**src/rtl/tlb_pkg.sv**
```systemverilog
`default_nettype none

package tlb_pkg;

   // Default line length in characters.
   localparam int LINE_LENGTH = 32;

   // Operation codes.
   localparam logic [1:0] OP_TICK   = 2'd0;
   localparam logic [1:0] OP_CHAR   = 2'd1;
   localparam logic [1:0] OP_NUMBER = 2'd2;
   localparam logic [1:0] OP_INIT   = 2'd3;

   // Status codes.
   localparam logic [1:0] ST_OK       = 2'd0;
   localparam logic [1:0] ST_NOT_INIT = 2'd1;
   localparam logic [1:0] ST_INVALID  = 2'd2;

   // Characters.
   localparam logic [7:0] SPACE_CHAR = 8'h20;
   localparam logic [7:0] MARK_CHAR  = 8'h3F;
   localparam logic [7:0] MINUS_CHAR = 8'h2D;
   localparam logic [7:0] ZERO_CHAR  = 8'h30;

   // A 16-bit magnitude has at most five decimal digits.
   localparam int MAX_DIGITS = 5;

   // Reciprocal of ten: (x * 0xCCCD) >> 19 equals x / 10 for any 16-bit x.
   localparam logic [15:0] RECIP_TEN = 16'hCCCD;
   localparam int          RECIP_SHIFT = 19;

   typedef struct packed {
      logic [1:0]         op;
      logic               tx_ready;
      logic [7:0]         char_code;
      logic [5:0]         position;
      logic signed [15:0] number;
      logic [5:0]         field_width;
   } req_type;

   typedef struct packed {
      logic [1:0] status;
      logic       tx_valid;
      logic [7:0] tx_byte;
   } rsp_type;

   // Result of a decimal conversion, least significant digit first.
   typedef struct packed {
      logic                         done;
      logic [2:0]                   count;
      logic [MAX_DIGITS-1:0][3:0]   digits;
   } dig_res_type;

endpackage

`default_nettype wire

```
**src/rtl/tlb_digit_unit.sv**
```systemverilog
`default_nettype none

module tlb_digit_unit (
   input  wire logic                clock,
   input  wire logic                reset,
   input  wire logic                start,
   input  wire logic [15:0]         mag,
   output tlb_pkg::dig_res_type     result
);

   logic                                     busy_ff;
   logic                                     done_ff;
   logic [15:0]                              mag_ff;
   logic [2:0]                               count_ff;
   logic [tlb_pkg::MAX_DIGITS-1:0][3:0]      digits_ff;

   logic [31:0] prod;
   logic [15:0] mag_in;
   logic [18:0] ten_q;
   logic [3:0]  rem;

   // One digit per cycle: quotient by reciprocal multiply, remainder by subtract.
   always_comb begin
      prod   = mag_ff * tlb_pkg::RECIP_TEN;
      mag_in = 16'(prod >> tlb_pkg::RECIP_SHIFT);
      ten_q  = {mag_in, 3'b000} + {2'b00, mag_in, 1'b0};
      rem    = 4'(mag_ff - ten_q[15:0]);
   end

   // Conversion sequencer.
   always_ff @(posedge clock) begin
      if (reset) begin
         busy_ff  <= 1'b0;
         done_ff  <= 1'b0;
         count_ff <= 3'd0;
      end else begin
         done_ff <= 1'b0;
         if (start) begin
            busy_ff  <= 1'b1;
            mag_ff   <= mag;
            count_ff <= 3'd0;
         end else if (busy_ff) begin
            digits_ff[count_ff] <= rem;
            count_ff            <= count_ff + 3'd1;
            mag_ff              <= mag_in;
            if (mag_in == 16'd0) begin
               busy_ff <= 1'b0;
               done_ff <= 1'b1;
            end
         end
      end
   end

   assign result.done   = done_ff;
   assign result.count  = count_ff;
   assign result.digits = digits_ff;

endmodule

`default_nettype wire

```
**src/rtl/tlb_line_ram.sv**
```systemverilog
`default_nettype none

module tlb_line_ram #(
   parameter int LINE_LENGTH = tlb_pkg::LINE_LENGTH,
   localparam int AW = $clog2(LINE_LENGTH)
) (
   input  wire logic          clock,
   input  wire logic          wr_en,
   input  wire logic [AW-1:0] wr_addr,
   input  wire logic [7:0]    wr_data,
   input  wire logic [AW-1:0] rd_addr,
   output      logic [7:0]    rd_data
);

   logic [7:0] mem [LINE_LENGTH];
   logic [7:0] rd_data_ff;

   // One write port and one registered read port.
   always_ff @(posedge clock) begin
      if (wr_en) begin
         mem[wr_addr] <= wr_data;
      end
      rd_data_ff <= mem[rd_addr];
   end

   assign rd_data = rd_data_ff;

endmodule

`default_nettype wire

```
**src/rtl/text_line_buffer_display_refresh.sv**
```systemverilog
`default_nettype none

// Flow: a tick that sends reads the line memory (S_READ) before S_RESP; a character
// write, a busy tick, a repeated init or any rejected op goes straight to S_RESP; a
// first init fills the line (S_FILL) and a number write converts (S_CONV) and writes
// its field (S_WRITE) first. Throughput: one item at a time; the next transfer is taken
// the cycle after the output register loads, which waits while the output is stalled.
// Reset clears the state, refresh and fill indexes and ready flag; init fills the line.
module text_line_buffer_display_refresh #(
   parameter int LINE_LENGTH = tlb_pkg::LINE_LENGTH
) (
   input  wire logic             clock,
   input  wire logic             reset,
   input  wire logic             req_valid,
   output      logic             req_ready,
   input  wire tlb_pkg::req_type req_data,
   output      logic             rsp_valid,
   input  wire logic             rsp_ready,
   output      tlb_pkg::rsp_type rsp_data
);

   localparam int AW = $clog2(LINE_LENGTH);
   localparam logic [6:0]    LenC  = 7'(LINE_LENGTH);
   localparam logic [AW-1:0] LastC = AW'(LINE_LENGTH - 1);

   typedef enum logic [2:0] {
      S_IDLE,
      S_FILL,
      S_CONV,
      S_WRITE,
      S_READ,
      S_RESP
   } state_type;

   state_type         state_ff;
   logic              ready_ff;
   logic [AW-1:0]     refresh_ff;
   logic [AW-1:0]     fill_ff;
   logic [AW-1:0]     addr_ff;
   logic [5:0]        k_ff;
   logic [5:0]        width_ff;
   logic [5:0]        pad_ff;
   logic [2:0]        len_ff;
   logic              neg_ff;
   logic              over_ff;
   tlb_pkg::rsp_type  res_ff;
   logic              rsp_valid_ff;
   tlb_pkg::rsp_type  rsp_data_ff;

   logic              req_xfer;
   logic              rsp_free;
   logic              neg;
   logic [15:0]       mag;
   logic [6:0]        field_end;
   logic              char_ok;
   logic              num_ok;
   logic              conv_start;
   tlb_pkg::dig_res_type dig;
   logic [2:0]        len_calc;
   logic [5:0]        len_ext;

   logic              mem_we;
   logic [AW-1:0]     mem_waddr;
   logic [7:0]        mem_wdata;
   logic [7:0]        mem_rdata;

   logic              is_pad;
   logic              is_mark;
   logic [2:0]        j;
   logic [2:0]        di;
   logic [2:0]        di_safe;
   logic [7:0]        wr_char;

   assign req_xfer = req_valid && req_ready;
   assign req_ready = (state_ff == S_IDLE);
   assign rsp_free = !rsp_valid_ff || rsp_ready;

   // Request checks and magnitude of the number.
   always_comb begin
      neg       = req_data.number[15];
      mag       = neg ? 16'(~req_data.number + 16'sd1) : 16'(req_data.number);
      field_end = {1'b0, req_data.position} + {1'b0, req_data.field_width};
      char_ok   = ({1'b0, req_data.position} < LenC) && (req_data.char_code != 8'd0);
      num_ok    = (req_data.field_width != 6'd0) && (field_end <= LenC);
      conv_start = req_xfer && ready_ff && (req_data.op == tlb_pkg::OP_NUMBER) && num_ok;
      len_calc  = dig.count + {2'b00, neg_ff};
      len_ext   = {3'b000, len_calc};
   end

   // Character for the current field offset during a number write.
   always_comb begin
      is_pad  = k_ff < pad_ff;
      is_mark = over_ff && (k_ff == width_ff - 6'd1);
      j       = 3'(k_ff - pad_ff);
      di      = len_ff - 3'd1 - j;
      di_safe = (di < 3'(tlb_pkg::MAX_DIGITS)) ? di : 3'd0;
      if (is_pad) begin
         wr_char = tlb_pkg::SPACE_CHAR;
      end else if (is_mark) begin
         wr_char = tlb_pkg::MARK_CHAR;
      end else if (neg_ff && (j == 3'd0)) begin
         wr_char = tlb_pkg::MINUS_CHAR;
      end else begin
         wr_char = tlb_pkg::ZERO_CHAR + {4'b0000, dig.digits[di_safe]};
      end
   end

   // Line memory write port.
   always_comb begin
      mem_we    = 1'b0;
      mem_waddr = addr_ff;
      mem_wdata = wr_char;
      case (state_ff)
         S_FILL: begin
            mem_we    = 1'b1;
            mem_waddr = fill_ff;
            mem_wdata = tlb_pkg::SPACE_CHAR;
         end
         S_WRITE: begin
            mem_we = 1'b1;
         end
         S_IDLE: begin
            mem_we    = req_xfer && ready_ff && (req_data.op == tlb_pkg::OP_CHAR) && char_ok;
            mem_waddr = AW'(req_data.position);
            mem_wdata = req_data.char_code;
         end
         default: begin
            mem_we = 1'b0;
         end
      endcase
   end

   tlb_line_ram #(
      .LINE_LENGTH(LINE_LENGTH)
   ) u_ram (
      .clock   (clock),
      .wr_en   (mem_we),
      .wr_addr (mem_waddr),
      .wr_data (mem_wdata),
      .rd_addr (refresh_ff),
      .rd_data (mem_rdata)
   );

   tlb_digit_unit u_digits (
      .clock  (clock),
      .reset  (reset),
      .start  (conv_start),
      .mag    (mag),
      .result (dig)
   );

   // Sequencer with result hold and output registers.
   always_ff @(posedge clock) begin
      if (reset) begin
         state_ff     <= S_IDLE;
         ready_ff     <= 1'b0;
         refresh_ff   <= '0;
         fill_ff      <= '0;
         rsp_valid_ff <= 1'b0;
      end else begin
         if (rsp_valid_ff && rsp_ready) begin
            rsp_valid_ff <= 1'b0;
         end
         case (state_ff)
            S_IDLE: begin
               if (req_xfer) begin
                  res_ff   <= '{status: tlb_pkg::ST_OK, tx_valid: 1'b0, tx_byte: 8'd0};
                  state_ff <= S_RESP;
                  if (req_data.op == tlb_pkg::OP_INIT) begin
                     if (!ready_ff) begin
                        fill_ff  <= '0;
                        state_ff <= S_FILL;
                     end
                  end else if (!ready_ff) begin
                     res_ff.status <= tlb_pkg::ST_NOT_INIT;
                  end else begin
                     case (req_data.op)
                        tlb_pkg::OP_TICK: begin
                           if (req_data.tx_ready) begin
                              state_ff <= S_READ;
                           end
                        end
                        tlb_pkg::OP_CHAR: begin
                           if (!char_ok) begin
                              res_ff.status <= tlb_pkg::ST_INVALID;
                           end
                        end
                        tlb_pkg::OP_NUMBER: begin
                           if (!num_ok) begin
                              res_ff.status <= tlb_pkg::ST_INVALID;
                           end else begin
                              neg_ff   <= neg;
                              width_ff <= req_data.field_width;
                              addr_ff  <= AW'(req_data.position);
                              k_ff     <= 6'd0;
                              state_ff <= S_CONV;
                           end
                        end
                        default: begin
                           state_ff <= S_RESP;
                        end
                     endcase
                  end
               end
            end
            S_FILL: begin
               fill_ff <= fill_ff + AW'(1);
               if (fill_ff == LastC) begin
                  ready_ff <= 1'b1;
                  state_ff <= S_RESP;
               end
            end
            S_CONV: begin
               if (dig.done) begin
                  len_ff   <= len_calc;
                  over_ff  <= len_ext > width_ff;
                  pad_ff   <= (width_ff > len_ext) ? (width_ff - len_ext) : 6'd0;
                  state_ff <= S_WRITE;
               end
            end
            S_WRITE: begin
               k_ff    <= k_ff + 6'd1;
               addr_ff <= addr_ff + AW'(1);
               if (k_ff == width_ff - 6'd1) begin
                  state_ff <= S_RESP;
               end
            end
            S_READ: begin
               res_ff.tx_valid <= 1'b1;
               res_ff.tx_byte  <= mem_rdata;
               refresh_ff      <= (refresh_ff == LastC) ? '0 : refresh_ff + AW'(1);
               state_ff        <= S_RESP;
            end
            S_RESP: begin
               if (rsp_free) begin
                  rsp_valid_ff <= 1'b1;
                  rsp_data_ff  <= res_ff;
                  state_ff     <= S_IDLE;
               end
            end
            default: begin
               state_ff <= S_IDLE;
            end
         endcase
      end
   end

   assign rsp_valid = rsp_valid_ff;
   assign rsp_data  = rsp_data_ff;

   // The ready flag, once set, is never cleared outside reset.
   a_ready_sticky: assert property (@(posedge clock) disable iff (reset)
      ready_ff |=> ready_ff)
      else $error("ready flag cleared");

   // The line changes in idle only on an accepted character write.
   a_idle_write: assert property (@(posedge clock) disable iff (reset)
      (mem_we && state_ff == S_IDLE) |-> (req_xfer && req_data.op == tlb_pkg::OP_CHAR))
      else $error("line written without a transfer");

   // A sent character always comes with an OK status.
   a_tx_ok: assert property (@(posedge clock) disable iff (reset)
      (rsp_valid && rsp_data.tx_valid) |-> (rsp_data.status == tlb_pkg::ST_OK))
      else $error("character sent with error status");

   // The result register is never overwritten while a result waits.
   a_no_overwrite: assert property (@(posedge clock) disable iff (reset)
      (state_ff == S_RESP && rsp_valid_ff && !rsp_ready) |=> (state_ff == S_RESP))
      else $error("result lost");

   // Writing starts only once the number is converted.
   a_write_after_conv: assert property (@(posedge clock) disable iff (reset)
      (state_ff == S_WRITE && $past(state_ff) == S_CONV) |-> $past(dig.done))
      else $error("write before conversion finished");

endmodule

`default_nettype wire

```
**config.mk**
```make
export PLATFORM = sky130hd
export DESIGN_NAME = text_line_buffer_display_refresh
export DESIGN_NICKNAME = d
export VERILOG_FILES = /design/src/rtl/tlb_pkg.sv /design/src/rtl/tlb_digit_unit.sv /design/src/rtl/tlb_line_ram.sv /design/src/rtl/text_line_buffer_display_refresh.sv
export SDC_FILE = /design/constraint.sdc
export NUM_CORES = 1
export LEC_CHECK = 0
export BUFFER_PORTS_ARGS = -buffer_cell sky130_fd_sc_hd__buf_2
export CAP_MARGIN = 20
export CORE_MARGIN = 3
export CORE_UTILIZATION = 45
export CTS_BUF_LIST = sky130_fd_sc_hd__clkbuf_4
export CTS_CLUSTER_SIZE = 40
export DETAILED_ROUTE_END_ITERATION = 10
export GPL_TIMING_DRIVEN = 1
export PLACE_DENSITY = 0.69
export SYNTH_ARGS = -nofsm -noshare
export SYNTH_HDL_FRONTEND = slang
export SYNTH_SLANG_ARGS = --single-unit
```
**constraint.sdc**
```tcl
create_clock -name clock -period 6.8 [get_ports clock]
set_clock_uncertainty 0.1 [all_clocks]
set_input_delay 1.36 -clock clock [delete_from_list [all_inputs] [get_ports clock]]
set_output_delay 1.36 -clock clock [all_outputs]
set_load 0.03 [all_outputs]
```
* Yosys cells after proc, flatten, opt, wreduce, memory -nomap -nowiden
Memories as Yosys holds them, arrays and structs flattened. A register that Yosys moved wholly into a read port is not among the register bits.
Index checks and enable logic that the tools add are counted.
W data, S select, Z words.
** Storage, ports and cells
- Word-level logic and storage cells :: 181
- RAM bits :: 256
- Memories :: 1
- Bits of input ports :: 43
- Output and inout port bits :: 13
- Flip-flop bits (word level) :: 106
** Memories
- u_ram.mem :: words 32, width 8, rd ports 1, clocked after memory_dff 1, wr ports 1, RTL line tlb_line_ram.sv:15 : logic [7:0] mem [LINE_LENGTH];
** Operators by class
- Bitwise logic cells :: 6
- Magnitude comparators :: 9
- Equal/unequal tests :: 22
- Reduce and logical (&&, ||, !) cells :: 39
- $mul :: 1
- $add $sub $neg :: 16
- Mux-type cells :: 59
** Operators by type and width (count)
- $mux W16 :: 3
- $mux W5 :: 9
- $mul A16 B16 Y32 const B :: 1
- $mux W3 :: 10
- $mux W6 :: 5
- $pmux W5 S2 :: 3
- $mux W7 :: 3
- $bwmux W20 :: 1
- $pmux W3 S6 :: 1
- $pmux W9 S2 :: 1
- $add A16 B2 Y16 const B :: 1
- $logic_not A16 Y1 :: 1
- $not A16 Y16 :: 1
- $pmux W8 S2 :: 1
- $add A5 B1 Y5 const B :: 3
- $reduce_and A3 Y1 :: 5
- $reduce_and A7 Y1 :: 2
- $bmux W4 S3 :: 1
- $demux W4 S3 :: 1
- $logic_and A1 B1 Y1 :: 12
- $ne A2 B1 Y1 const B :: 6
- $pmux W6 S2 :: 1
- $eq A5 B5 Y1 const B :: 2
- $mux W1 :: 10
- other kinds (45) :: 68

* Logic depth before layout (Yosys ltp)
Gate-level depths: netlist of the first run.
- Word-level depth :: 11
- Depth in mapped cells :: 22
- Mapped depth without buffers :: 22

* Modules after synthesis
Synthesis of the first run repeated with hierarchy kept, for this count alone.
** Second synthesis, totals
- Cell total of the unflattened synthesis :: 1515
- Area total of the unflattened synthesis :: 21003.9 um^2
** By module, submodules not included
- tlb_line_ram :: area an instance 10053.4 um^2, cells an instance 417, times used 1, sequential area each 7847.5 um^2
- tlb_digit_unit :: area an instance 6607.6 um^2, cells an instance 654, times used 1, sequential area each 1181.1 um^2
- text_line_buffer_display_refresh :: area an instance 4342.9 um^2, cells an instance 444, times used 1, sequential area each 1801.7 um^2

* Worst setup path after synthesis of the first run
No wires, ideal clock.
- Path type :: flip-flop to flip-flop
- Start point :: register u_digits.mag_ff[6]
- End point :: register u_digits.busy_ff
- Data required time :: 6583 ps
- Arrival time :: 5573 ps
- Library setup time :: 117 ps
- Period minus slack after synthesis :: 5791 ps
- Path buffers :: 0
- Cell stages (with the launch flop) :: 20
- Path slack :: 1009 ps
- Cells stage by stage :: edfxtp_1 ha_1 inv_1 fa_1 inv_1 fa_1 fa_1 fa_1 inv_1 fa_1 inv_1 ha_1 and4_4 and3_4 a221oi_2 a21oi_1 or4_1 a22oi_1 o2111a_1 a21boi_1
** On the way
- Cells in the longest elaborated chain, start to end :: 5
** RTL lines
- from (decl) :: RTL line tlb_digit_unit.sv:13 : logic [15:0] mag_ff;
- from (signal assigned) :: RTL line tlb_digit_unit.sv:40 : mag_ff <= mag;
- from (signal assigned) :: RTL line tlb_digit_unit.sv:45 : mag_ff <= mag_in;
- $mul A16 B16 Y32 :: RTL line tlb_digit_unit.sv:24 : prod = mag_ff * tlb_pkg::RECIP_TEN;
- $logic_not A16 Y1 :: RTL line tlb_digit_unit.sv:46 : if (mag_in == 16'd0) begin
- $mux W1 :: RTL line tlb_digit_unit.sv:46
- $mux W1 :: RTL line tlb_digit_unit.sv:42 : end else if (busy_ff) begin
- $mux W1 :: RTL line tlb_digit_unit.sv:38 : if (start) begin
- to (signal assigned) :: RTL line tlb_digit_unit.sv:33 : busy_ff <= 1'b0;
- to (signal assigned) :: RTL line tlb_digit_unit.sv:39 : busy_ff <= 1'b1;
- to (signal assigned) :: RTL line tlb_digit_unit.sv:47 : busy_ff <= 1'b0;
- to (decl) :: RTL line tlb_digit_unit.sv:11 : logic busy_ff;
No other way between the ends.
A chain may end at the register's enable or synchronous reset.

* Worst setup path after layout of the first run
- Start point :: register u_digits.mag_ff[0]
- End point :: register u_digits.done_ff
** On the way
- Cells in the longest elaborated chain, start to end :: 3
** RTL lines
- $mul A16 B16 Y32 :: RTL line tlb_digit_unit.sv:24
- $logic_not A16 Y1 :: RTL line tlb_digit_unit.sv:46
- $mux W1 :: RTL line tlb_digit_unit.sv:46
- to (signal assigned) :: RTL line tlb_digit_unit.sv:34 : done_ff <= 1'b0;
- to (signal assigned) :: RTL line tlb_digit_unit.sv:37 : done_ff <= 1'b0;
- to (signal assigned) :: RTL line tlb_digit_unit.sv:48 : done_ff <= 1'b1;
- to (decl) :: RTL line tlb_digit_unit.sv:12 : logic done_ff;
No other way between the ends.

==> results_dict.tcl, run 1 <==
set metrics [dict create \
    grt_max_degree 69 \
    multi_input_area_sq_um 9030 \
    yosys_register_bits 370 \
    path_max_fanout 7 \
    postCtsSetupRepairBufs 0 \
    syn_to_final_growth_pct 11.0 \
    arrival_ns 6.92 \
    synthArstFlopShare 0 \
    syn-instance-count 1513 \
    port_buffers 55 \
    synth_top_area_frac 0.494 \
    fin_crit_ns 6.31 \
    ys_types 77 \
    regArea_sq_um 10800 \
    clk_pin_slew_worst_paths_ns 0.06 \
    rsz0062_at_grt "false" \
    ys_top_cells_by_area "edfxtp_1 (49%), ha_1 (9.9%), mux4_2 (8.7%), fa_1 (8.0%), inv_1 (3.6%)" \
    fin_area_sq_um 23100 \
    route.met2.wl_um 22000 \
    ant_nets 0 \
    die-area_sq_um 48800 \
    vdd_drop_max_uv 179 \
    antenna_found_initial 2 \
    numCtsBuffers 94 \
    max_slew.worst_pin.slew_ns 1.06 \
    start_kind "register" \
    grt_pass1_vias 12800 \
    post-synth-top-count-cell "edfxtp_1" \
    yosys_warnings 0 \
    ys.flop_type "edfxtp_1" \
    path_class "reg2reg" \
    start_util 0.457 \
    clkLatencyLatePin_ns 0.77 \
    syn_avg_cell_area_sq_um 13.7 \
    yosysTopAreaCell "edfxtp_1" \
    place_congestion 0.982 \
    dr.pass1.iters 5 \
    power_mw 5.98 \
    n_fill_cell 3865 \
    syn_nets 1803 \
    setup_violations 0 \
    coreArea_sq_um 45500 \
    row_count 78 \
    p_leak_nw 8.97 \
    max_slew_margin 0.292 \
    drv_cap 0 \
    ioPinCount 56 \
    worstHoldPathType "reg2reg" \
    post-route-period-util 0.928 \
    synth-edff-count 342 \
    max_freq_mhz 158 \
    tritoncts "yes" \
    hold_buffers 0 \
    met3_length_um 3170 \
    overflow 0 \
    cts.sinks 370 \
    stdcell_count 2315 \
    vias 12800 \
    nets 1934 \
    maxUsedRoutingLayer "met5" \
    cts.path.max_buffers 3 \
    drt-initial-drc-count 1104 \
    dp.cells 2140 \
    grt_usage 0.190 \
    critPathCaptureType "register" \
    tns_ns 0 \
    die_w_um 221 \
    viasPerCell 5.52 \
    clockRootBuffer "clkbuf_4" \
    drc 0 \
    htreeDepth 3 \
    finalMaxSlewViolations 0 \
    placed_area_sq_um 21800 \
    syn_area_sq_um 20800 \
    ctsResizeCount 0 \
    ys_seq_area_frac 0.521 \
    hold_viol 0 \
    post-dp-hpwl_um 33400 \
    status "finished, final reports clean" \
    crit_required_ns 7.41 \
    power_density_nw_per_um2 259 \
    post_drt_wl_per_cell_um 20.1 \
    synthTopCellsByCount "edfxtp_1 (342), inv_1 (200), ha_1 (164)" \
    m1WireLength_um 20400 \
    totalWireLength_um 46600 \
    die_h_um 221 \
    drive_gt1_frac 0.193 \
    grt_pass1_wl_um 72700 \
]
==> cell usage in the layout, fill, tap and decap left out, types with 29 or more instances in the layout <==
master    instances
xor2_1           29
mux4_2           80
nand2_1          83
ha_1            164
fa_1             83
inv_1           200
xnor2_1          37
buf_2            55
clkbuf_4        132
a21oi_1          43
nor2_1           93
o21ai_0          35
edfxtp_1        342
==> cells by family (layout without fill, tap and decap cells) <==
kind of cell	Yosys count	count (layout)	synth area share
flip-flops	370	370	0.521
AND/OR/NAND/NOR	292	292	0.0671
adder cells (fa/ha/maj)	247	247	0.179
buffers and inverters	242	443	0.0444
AO/OA/AOI/OAI	194	194	0.0629
multiplexers	102	102	0.0980
XOR/XNOR	66	66	0.0278
other	0	1	0
==> metal layers <==
layer	GRT usage	vias up
met1	0.263	6355
met4	0.0667	2
li1	-	5857
met5	0	-
met3	0.0393	76
met2	0.301	486
==> worst paths after layout <==
path / from / end / slack (ns) / cells after the start
min reg2reg: res_ff[3] / rsp_data[3] / 0.31 / 0
min: res_ff[3] / rsp_data[3] / 0.31 / 0
max reg2reg: u_digits.mag_ff[0] / u_digits.done_ff / 0.49 / 21
max: u_digits.mag_ff[0] / u_digits.done_ff / 0.49 / 21
==> worst max-delay path, cell delays in order (launching register included) <==
cell and delay, ns:
edfxtp_1 0.57, inv_1 0.09, ha_1 0.32, inv_1 0.12, ha_1 0.30, inv_1 0.05
fa_1 0.53, inv_1 0.06, fa_1 0.50, fa_1 0.55, inv_1 0.05, fa_1 0.52
inv_1 0.04, ha_1 0.31, a211oi_1 0.22, o21ai_1 0.10, o211ai_1 0.25, inv_2 0.08
a2111o_1 0.37, a2111oi_0 0.69, nand3_1 0.13, and4bb_1 0.28
==> flip-flops by register name, summed over array words and instances (netlist names), 6 cells and up <==
register	count
pad_ff	6
u_ram.rd_data	8
u_ram.mem	256
res_ff	11
rsp_data	11
width_ff	6
u_digits.result	20
k_ff	6
u_digits.mag_ff	16
==> where the power goes <==
group          leakage (nW)  total, mW  internal, mW  switching (mW)
clock network         0.685       1.83         0.935           0.894
logic                  4.95       1.23         0.466           0.763
registers              3.34       2.93          2.83          0.0936
==> stage by stage <==
step	setup slack [ns]	hold WS [ns]	util
after floorplan	1.01	0.300	-
after global placement	0.760	0.302	0.478
after detailed placement	0.646	0.307	0.478
after CTS	0.609	0.323	0.504
after global routing	0.229	0.325	0.507
final	0.489	0.312	0.507
==> layout make-up <==
class,instances,share of cell area
antenna,1,0.000108
clock buffer,132,0.0430
clock inverter,34,0.00748
inverter,202,0.0329
multi-input combinational,901,0.391
sequential,370,0.470
tap,600,0.0325
timing repair buffer,75,0.0230
Note: power is estimated with default switching activity, not from simulation.
==> inputs of run 2 (changes only) <==
--- a/config.mk
+++ b/config.mk
@@ -16,4 +16,5 @@
 export PLACE_DENSITY = 0.69
 export SYNTH_ARGS = -nofsm -noshare
 export SYNTH_HDL_FRONTEND = slang
+export SYNTH_HIERARCHICAL = 1
 export SYNTH_SLANG_ARGS = --single-unit
==> results_dict.tcl, run 2 <==
set metrics [dict create \
    start_util 0.459 \
    path_class "reg2reg" \
    drc 0 \
    fin_crit_ns 6.52 \
    vias 12800 \
    cts.path.max_buffers 3 \
    nets 1931 \
    grt_pass1_vias 13000 \
    p_leak_nw 9.12 \
    hold_buffers 0 \
    ant_nets 0 \
    htreeDepth 3 \
    place_congestion 0.891 \
    yosys_warnings 6 \
    crit_required_ns 7.32 \
    totalWireLength_um 46500 \
    yosysTopAreaCell "edfxtp_1" \
    clk_pin_slew_worst_paths_ns 0.08 \
    synthArstFlopShare 0 \
    syn_area_sq_um 21000 \
    grt_pass1_wl_um 72700 \
    ys.flop_type "edfxtp_1" \
    arrival_ns 7.04 \
    worstHoldPathType "reg2reg" \
    coreArea_sq_um 45800 \
    regMostFlops "u_ram/mem" \
    max_freq_mhz 153 \
    cts.sinks 370 \
    reg2reg_from "u_digits/mag_ff[6]" \
    dr.pass1.iters 5 \
    grt_max_degree 70 \
    drt-initial-drc-count 994 \
    path_max_fanout 6 \
    clockRootBuffer "clkbuf_4" \
    ys_types 85 \
    synth_top_area_frac 0.489 \
    synthTopCellsByCount "edfxtp_1 (342), inv_1 (198), ha_1 (164)" \
    drv_cap 0 \
    die-area_sq_um 49300 \
    post_drt_wl_per_cell_um 20.1 \
    largest_reg_flops 256 \
    rsz0062_at_grt "false" \
    power_density_nw_per_um2 261 \
    grt_usage 0.189 \
    ys_seq_area_frac 0.516 \
    finalMaxSlewViolations 0 \
    ys_top_cells_by_area "edfxtp_1 (49%), ha_1 (9.8%), mux4_2 (8.6%), fa_1 (7.9%), inv_1 (3.5%)" \
    synth-edff-count 342 \
    n_fill_cell 3866 \
    r2r-end "u_digits/done_ff" \
    vdd_drop_max_uv 297 \
    syn_avg_cell_area_sq_um 13.9 \
    post-synth-top-count-cell "edfxtp_1" \
    hold_viol 0 \
    critPathCaptureType "register" \
    yosys_register_bits 370 \
    port_buffers 55 \
    clkLatencyLatePin_ns 0.78 \
    syn_nets 1805 \
    die_w_um 222 \
    post-route-period-util 0.959 \
    final_common_cell "edfxtp_1" \
    postCtsSetupRepairBufs 0 \
    overflow 0 \
    r2r_cells 19 \
    die_h_um 222 \
    r2r_slack_ns 0.28 \
    numCtsBuffers 93 \
    cp-startpoint "u_digits/mag_ff[6]" \
    status "finished, final reports clean" \
    ioPinCount 56 \
    drive_gt1_frac 0.217 \
    max_slew.worst_pin.slew_ns 1.07 \
    syn-instance-count 1515 \
    tritoncts "yes" \
    syn_to_final_growth_pct 11.2 \
    tns_ns 0 \
    viasPerCell 5.53 \
    final_cell_mix "edfxtp_1 (342), inv_1 (198), ha_1 (163)" \
    setup.worst_path.end "u_digits/done_ff" \
    max_slew_margin 0.285 \
    start_kind "register" \
    ctsResizeCount 0 \
    antenna_found_initial 1 \
    fin_util 0.510 \
    post-dp-hpwl_um 33000 \
    setup_violations 0 \
    row_count 78 \
]
==> run 2: metrics by stage <==
step	hold WS (ns)	area (sq um)	setup WS, ns	power, mW	cells
floorplan	0.300	21000	0.761	3.69	1515
global placement	0.303	21900	0.338	4.06	2139
detailed placement	0.305	21900	0.251	4.09	2139
CTS	0.306	23200	0.208	6.10	2310
global route	0.310	23300	0.0528	6.39	2318
finish	0.305	23300	0.280	6.09	2318
==> run 2: final cells by class <==
class,count,area [sq um],area share
clock inverter,32,246,0.0106
multi-input combinational,898,9200,0.394
sequential,370,10800,0.464
tap,600,751,0.0322
antenna,1,2.50,0.000107
timing repair buffer,79,528,0.0226
inverter,199,747,0.0320
clock buffer,139,1040,0.0447
==> run 2: cell families after synthesis <==
kind of cell	after synthesis	share of synthesized area
AOI/OAI and AO/OA	182	0.0615
xor gates and xnor gates	61	0.0263
adders and majority gates	247	0.177
buffers and inverters	247	0.0487
DFF	370	0.516
muxes	107	0.0996
and+or+nand+nor	301	0.0715
==> run 2: report_power, final <==
group / switching [mW] / total (mW) / internal (mW)
clock network: 0.904 / 2.00 / 1.09
registers: 0.0948 / 2.93 / 2.83
logic: 0.729 / 1.17 / 0.437
==> run 2: worst min-delay path by stage <==
stage                    start  cells after the start           end
floorplan            res_ff[0]                      0   rsp_data[0]
global placement     res_ff[2]                      0   rsp_data[2]
detailed placement   res_ff[9]                      0   rsp_data[9]
CTS                  res_ff[9]                      0   rsp_data[9]
global route        res_ff[10]                      0  rsp_data[10]
finish               res_ff[9]                      0   rsp_data[9]
==> run 2: worst max-delay path, stage by stage, from the launching register on <==
cell,delay [ns]
edfxtp_1,0.50
ha_1,0.43
inv_1,0.09
fa_1,0.54
inv_1,0.06
fa_1,0.51
fa_1,0.52
fa_1,0.54
inv_1,0.05
fa_1,0.53
inv_1,0.04
ha_1,0.36
and4_1,0.24
nand4_1,0.17
nor4_2,0.34
o41ai_2,0.19
mux2_2,0.27
o21ai_1,0.06
or4_1,0.43
nor4_1,0.41
==> run 2: layer usage <==
layer,up-vias,track usage,wire length (um)
met5,-,0,0
met1,6417,0.261,20200
met3,77,0.0387,3230
met2,450,0.298,21900
li1,5872,-,-
met4,0,0.0714,1230
